[src/rtl/core/dpc_pkg.sv]
// types, codes and constants shared by the pxe request classifier
`default_nettype none

package dpc_pkg;

    // fixed header layout
    localparam logic [7:0]  HEADER_BYTES = 8'd240;
    localparam logic [7:0]  XID_FIRST    = 8'd4;
    localparam logic [7:0]  XID_LAST     = 8'd7;
    localparam logic [7:0]  MAC_FIRST    = 8'd28;
    localparam logic [7:0]  MAC_LAST     = 8'd33;
    localparam logic [31:0] COOKIE_VALUE = 32'h6382_5363;

    // option ids
    localparam logic [7:0] OPT_PAD      = 8'd0;
    localparam logic [7:0] OPT_MSG_TYPE = 8'd53;
    localparam logic [7:0] OPT_VENDOR   = 8'd60;
    localparam logic [7:0] OPT_END      = 8'd255;

    // dhcp message types
    localparam logic [7:0] TYPE_DISCOVER = 8'd1;
    localparam logic [7:0] TYPE_REQUEST  = 8'd3;

    // vendor class prefix length that counts as pxe
    localparam logic [3:0] VENDOR_TAG_LEN = 4'd9;

    // packet kind codes
    localparam logic [2:0] KIND_INVALID  = 3'd0;
    localparam logic [2:0] KIND_NOT_PXE  = 3'd1;
    localparam logic [2:0] KIND_DISCOVER = 3'd2;
    localparam logic [2:0] KIND_REQUEST  = 3'd3;
    localparam logic [2:0] KIND_OTHER    = 3'd4;

    // option parse phase
    typedef enum logic [1:0] {
        PH_ID   = 2'd0,
        PH_LEN  = 2'd1,
        PH_DATA = 2'd2,
        PH_DONE = 2'd3
    } t_phase;

    // request and result payloads
    typedef struct packed {
        logic [7:0] data_byte;
        logic       last_byte;
    } t_req;

    typedef struct packed {
        logic [2:0]  packet_kind;
        logic [7:0]  message_type;
        logic [31:0] transaction_id;
        logic [47:0] client_mac;
    } t_res;

    // option state as seen after the current byte
    typedef struct packed {
        logic       pxe_seen;
        logic [7:0] type_seen;
    } t_opt_flags;

    // vendor class prefix "PXEClient", zero beyond it
    function automatic logic [7:0] pxe_tag_byte(input logic [3:0] idx);
        logic [7:0] v;
        unique case (idx)
            4'd0:    v = 8'h50;
            4'd1:    v = 8'h58;
            4'd2:    v = 8'h45;
            4'd3:    v = 8'h43;
            4'd4:    v = 8'h6c;
            4'd5:    v = 8'h69;
            4'd6:    v = 8'h65;
            4'd7:    v = 8'h6e;
            4'd8:    v = 8'h74;
            default: v = 8'h00;
        endcase
        return v;
    endfunction

endpackage

`default_nettype wire

[src/rtl/core/dpc_opt_parser.sv]
// option record parser: tracks vendor class and message type options
`default_nettype none

module dpc_opt_parser
    import dpc_pkg::*;
(
    input  wire logic       i_clk,
    input  wire logic       i_rst_n,
    input  wire logic       i_step,
    input  wire logic       i_clear,
    input  wire logic [7:0] i_data,
    output t_opt_flags      o_flags
);

    t_phase     r_phase, n_phase;
    logic [7:0] r_cur, n_cur;
    logic [7:0] r_left, n_left;
    logic [3:0] r_idx, n_idx;
    logic       r_match, n_match;
    logic [8:0] r_ptype, n_ptype;
    logic       r_pxe, n_pxe;
    logic [7:0] r_type, n_type;
    logic       w_finish;

    // a record closes on a zero length byte or on its last value byte
    always_comb begin
        w_finish = 1'b0;
        if (i_step) begin
            if (r_phase == PH_LEN) begin
                w_finish = (i_data == 8'd0);
            end else if (r_phase == PH_DATA) begin
                w_finish = (r_left == 8'd1);
            end
        end
    end

    // next phase
    always_comb begin
        n_phase = r_phase;
        if (i_step) begin
            unique case (r_phase)
                PH_ID: begin
                    if (i_data == OPT_END) begin
                        n_phase = PH_DONE;
                    end else if (i_data != OPT_PAD) begin
                        n_phase = PH_LEN;
                    end
                end
                PH_LEN:  n_phase = w_finish ? PH_ID : PH_DATA;
                PH_DATA: n_phase = w_finish ? PH_ID : PH_DATA;
                default: n_phase = PH_DONE;
            endcase
        end
    end

    // record fields and option results
    always_comb begin
        n_cur   = r_cur;
        n_left  = r_left;
        n_idx   = r_idx;
        n_match = r_match;
        n_ptype = r_ptype;
        n_pxe   = r_pxe;
        n_type  = r_type;
        if (i_step) begin
            unique case (r_phase)
                PH_ID: begin
                    if (i_data != OPT_END && i_data != OPT_PAD) begin
                        n_cur = i_data;
                    end
                end
                PH_LEN: begin
                    n_left  = i_data;
                    n_idx   = 4'd0;
                    n_match = 1'b1;
                    n_ptype = 9'd0;
                end
                PH_DATA: begin
                    if (r_idx < VENDOR_TAG_LEN && i_data != pxe_tag_byte(r_idx)) begin
                        n_match = 1'b0;
                    end
                    if (r_idx == 4'd0) begin
                        n_ptype = {1'b1, i_data};
                    end
                    if (r_idx != 4'hf) begin
                        n_idx = r_idx + 4'd1;
                    end
                    n_left = r_left - 8'd1;
                end
                default: begin
                end
            endcase
            // close the record with the values just formed
            if (w_finish) begin
                if (r_cur == OPT_VENDOR) begin
                    n_pxe = n_match && (n_idx >= VENDOR_TAG_LEN);
                end else if (r_cur == OPT_MSG_TYPE) begin
                    n_type = n_ptype[8] ? n_ptype[7:0] : 8'd0;
                end
            end
        end
    end

    assign o_flags.pxe_seen  = n_pxe;
    assign o_flags.type_seen = n_type;

    // state registers, cleared at the end of each packet
    always_ff @(posedge i_clk) begin
        if (!i_rst_n || i_clear) begin
            r_phase <= PH_ID;
            r_cur   <= 8'd0;
            r_left  <= 8'd0;
            r_idx   <= 4'd0;
            r_match <= 1'b0;
            r_ptype <= 9'd0;
            r_pxe   <= 1'b0;
            r_type  <= 8'd0;
        end else begin
            r_phase <= n_phase;
            r_cur   <= n_cur;
            r_left  <= n_left;
            r_idx   <= n_idx;
            r_match <= n_match;
            r_ptype <= n_ptype;
            r_pxe   <= n_pxe;
            r_type  <= n_type;
        end
    end

endmodule

`default_nettype wire

[config.mk]
export PLATFORM = sky130hd
export DESIGN_NAME = dpc_opt_parser
export DESIGN_NICKNAME = d
export VERILOG_FILES = /design/src/rtl/core/dpc_pkg.sv /design/src/rtl/core/dpc_opt_parser.sv
export SDC_FILE = /design/constraint.sdc
export NUM_CORES = 1
export LEC_CHECK = 0
export BUFFER_PORTS_ARGS = -buffer_cell sky130_fd_sc_hd__buf_4
export CAP_MARGIN = 30
export CORE_UTILIZATION = 50
export DETAILED_ROUTE_END_ITERATION = 10
export PLACE_DENSITY = 0.69
export SLEW_MARGIN = 20
export SYNTH_ARGS = -nofsm -noshare
export SYNTH_HDL_FRONTEND = slang
export SYNTH_SLANG_ARGS = --single-unit
[constraint.sdc]
create_clock -name i_clk -period 3.1 [get_ports i_clk]
set_clock_uncertainty 0.15 [all_clocks]
set_input_delay 0.62 -clock i_clk [delete_from_list [all_inputs] [get_ports i_clk]]
set_output_delay 0.62 -clock i_clk [all_outputs]
set_load 0.01 [all_outputs]
==> results by group <==
Status
  – Status: finished with violations
  – Failing checks: negative setup slack

Synth
  – Adder-Cell Fraction of Synth Area: approximately 6.5%
  – Syn Nets: between 300 and 400
  – Average size of a mapped cell: 8.32 um^2
  – Asr flop ratio synth: 0%
  – Compound-Gate Fraction of Synth Area: between 10% and 20%
  – Mux share of post-synthesis cell area: ~7.5%
  – Syn. warnings: 0
  – Cell variety after synth: 52
  – Post-Synth XOR/XNOR Area: under 10%
  – Synth Register Bits: 48
  – Synthesized cell area: ~0.0027 mm^2
  – Syn Inst Count: approximately 320
  – Seq/Total Area, Yosys: ~36%
  – Number of synthesized flops with an enable pin: 0
  – Synth Flop Type: dfxtp_1
  – Largest family of logic cells by synthesized area: simple AND/OR/NAND/NOR gates
  – Simple-gate area share of the yosys netlist: a little under a quarter

GRT
  – Largest net degree at the start of global routing: 29
  – Vias in the first global route: about 2300
  – Grt ovf: 0
  – First-pass GRT wire length: between 10000 and 15000 um
  – Tot GR Track Use: about a quarter
  – Initial antenna violation count: 0

Route
  – DR vias/cell: approximately 5.8
  – Met3 routed WL: 309 um
  – DRC viols: 0
  – DRT Wirelength: ~6500 um
  – DR top layer: met4
  – TritonRoute pass-1 iters: 4
  – Total number of vias: between 2000 and 2500
  – Wire length on met1: 2930 um
  – WL met2: ~3100 um
  – Iteration-0 DRC count of the detailed router: 120
  – Antenna-violating nets left: 0
  – Avg WL per Cell: around 16 um

Setup path
  – CP Launch Point: r_phase[1]$_SDFFE_PP0P_
  – Critical-path maximum fanout: 3
  – Reg-to-reg startpoint: r_phase[0]$_SDFFE_PP0P_
  – Slowest Stage Delay on Critical Path: around 0.52 ns
  – CP max-delay cell: or4_4
  – Cells along the critical path: inv_2 -> ha_2 -> or4bb_1 -> or4_4 -> a211oi_4 -> o2111ai_2 -> nand2_1 -> buf_4
  – Critical Path AT: 2.48 ns
  – Crit path kind: reg2out
  – Worst setup EP type: output port
  – Crit path launch type: flip-flop
  – Worst Path Required: about 2.3 ns

Floorplan
  – Number of top-level pins: 21
  – Initial Utilization: a little over half
  – Cell row count: 26
  – Die Width: between 70 and 80 um
  – Die ar.: 0.00565 mm^2
  – Area of the core: 0.00514 mm^2
  – Chip height: around 75 um

Final layout
  – Commonest non-fill, non-tap cell in the layout: dfxtp_1
  – # diodes: 0
  – Final instance area: about 0.0031 mm^2
  – Core Util, Final: slightly above 60%
  – Area growth, synth to finish: 16.8%
  – Multi-input gate area: 0.00161 mm^2
  – Final #Nets: 370
  – Fillers: between 500 and 600
  – Commonest cells after routing, fill and taps aside: 44 x dfxtp_1, 40 x buf_4, 33 x nor2_1, 26 x nand2_1, 24 x a21oi_1
  – Post-Layout Cell Count: roughly 420
  – Reg area: around 970 um^2
  – Layout cells sized above 1: a little over a fifth

Clocking
  – CTS root buffer: clkbuf_8
  – Clock sink total: 48
  – Worst-path clk slew: ~0.090 ns
  – Clk_lat worst skew: 0.30 ns
  – CTS tree: built
  – Clk buf depth: 2
  – H-tree depth: 2
  – CTS Buf Count: 5

STA
  – Tcrit/Tclk final: 105%
  – Tmin final: ~3.3 ns
  – Final hold vios: 0
  – Slew Limit Fails: 0
  – RSZ-0062 raised after global routing: true
  – Setup ws final: -0.154 ns
  – Worst Max-Slew Pin Slew: about 0.61 ns
  – Slew headroom: about three fifths
  – Highest clock rate: just over 300 MHz
  – Final setup fails: 9

Worst hold path
  – HP Class: reg2reg
  – Hold Path Origin: r_pxe$_SDFF_PP0_

Placed design
  – Placer Congestion: between 0.9 and 1
  – Dpl ws: 0.0648 ns
  – I/O Buffers: 20
  – Placed cell count: roughly 400
  – Placement Cell Area: ~0.003 mm^2
  – Dpl hpwl: roughly 4600 um

Pwr
  – Max IR drop VDD: about 270 uV
  – PwrDens: around 380 mW/mm^2
  – Leak: 1.21 nW

Run
  – Max Cap Viol: 0
path summary, 6_finish.rpt:
| check | to | slack, ns | depth (start not counted) |
|---|---|---|---|
| setup reg to reg | flip-flop | 0.62 | 8 |
| setup / recovery | o_flags[8] | -0.15 | 8 |
| hold / removal | r_pxe$_SDFF_PP0_ | 0.34 | 2 |
| hold reg to reg | r_pxe$_SDFF_PP0_ | 0.34 | 2 |
metal layers:
| metal | up-vias | GRT usage (%) |
|---|---|---|
| met1 | 1132 | 30.6 |
| met2 | 84 | 42.9 |
| met4 | 0 | 9.47 |
| met3 | 13 | 4.82 |
| met5 | - | 0 |
| li1 | 1178 | - |
through the flow:
step / total power, mW / TNS (ns) / hold WS (ns)
global placement: 0.803 / 0 / 0.321
global route: 1.25 / -1.26 / 0.376
CTS: 1.20 / -1.21 / 0.341
detailed placement: 0.804 / 0 / 0.330
floorplan: 0.750 / 0 / 0.301
finish: 1.20 / -0.459 / 0.336
worst max-delay path: cells and delay by family, from the launching register on:
family | cells | cell delay, ns
fa+ha+maj | 1 | 0.17
flops | 1 | 0.34
buf+inv | 2 | 0.16
compound gates | 2 | 0.42
simple gates | 3 | 1.09
power by group:
| group | leakage (nW) | switching [mW] | internal [mW] |
|---|---|---|---|
| Combinational | 0.769 | 0.0966 | 0.0660 |
| Sequential | 0.390 | 0.00885 | 0.625 |
| Clock | 0.0516 | 0.218 | 0.183 |
cell families (layout without fill, tap and decap cells):
kind of cell | after synthesis | count (layout)
compound gates | 73 | 73
xor+xnor | 7 | 7
fa+ha+maj | 14 | 14
buf+inv | 42 | 65
flops | 48 | 48
mux | 19 | 19
simple gates | 119 | 119
layout make-up:
type	instances	area share (%)
clock inverters	2	0.440
inverters	17	2.04
repair buffers	40	9.60
flip-flops and latches	48	30.9
multi-input cells	232	51.6
clock buffers	6	2.64
well taps	70	2.80
cells in the mapped netlist, types with 3 or more instances:
library cell / count / area (um^2)
a22oi_1: 12 / 90.1
nor4_1: 4 / 25.0
a211oi_1: 5 / 37.5
nand2_1: 26 / 97.6
o2bb2ai_1: 3 / 26.3
nand2b_1: 4 / 25.0
and2_1: 9 / 56.3
ha_1: 14 / 175
nand4_1: 6 / 37.5
clkbuf_1: 22 / 82.6
dfxtp_1: 48 / 961
nand3_1: 11 / 55.1
nor3_1: 3 / 15.0
nor2_1: 33 / 124
xnor2_1: 5 / 43.8
a21oi_1: 24 / 120
o21ai_0: 12 / 60.1
mux2i_1: 10 / 100
inv_1: 17 / 63.8
and3_1: 3 / 18.8
nor2b_1: 4 / 25.0
mux2_2: 9 / 101
timing repair:
action / 4_1_cts / 5_1_grt
resized for setup: 13 / 4
pin swaps: 6 / 6
endpoints found under the hold margin: 0 / 0
hold buffers: 0 / 0
buffers inserted: 3 / 0
setup endpoints to repair: 9 / 9
Note: power is estimated with default switching activity, not from simulation.
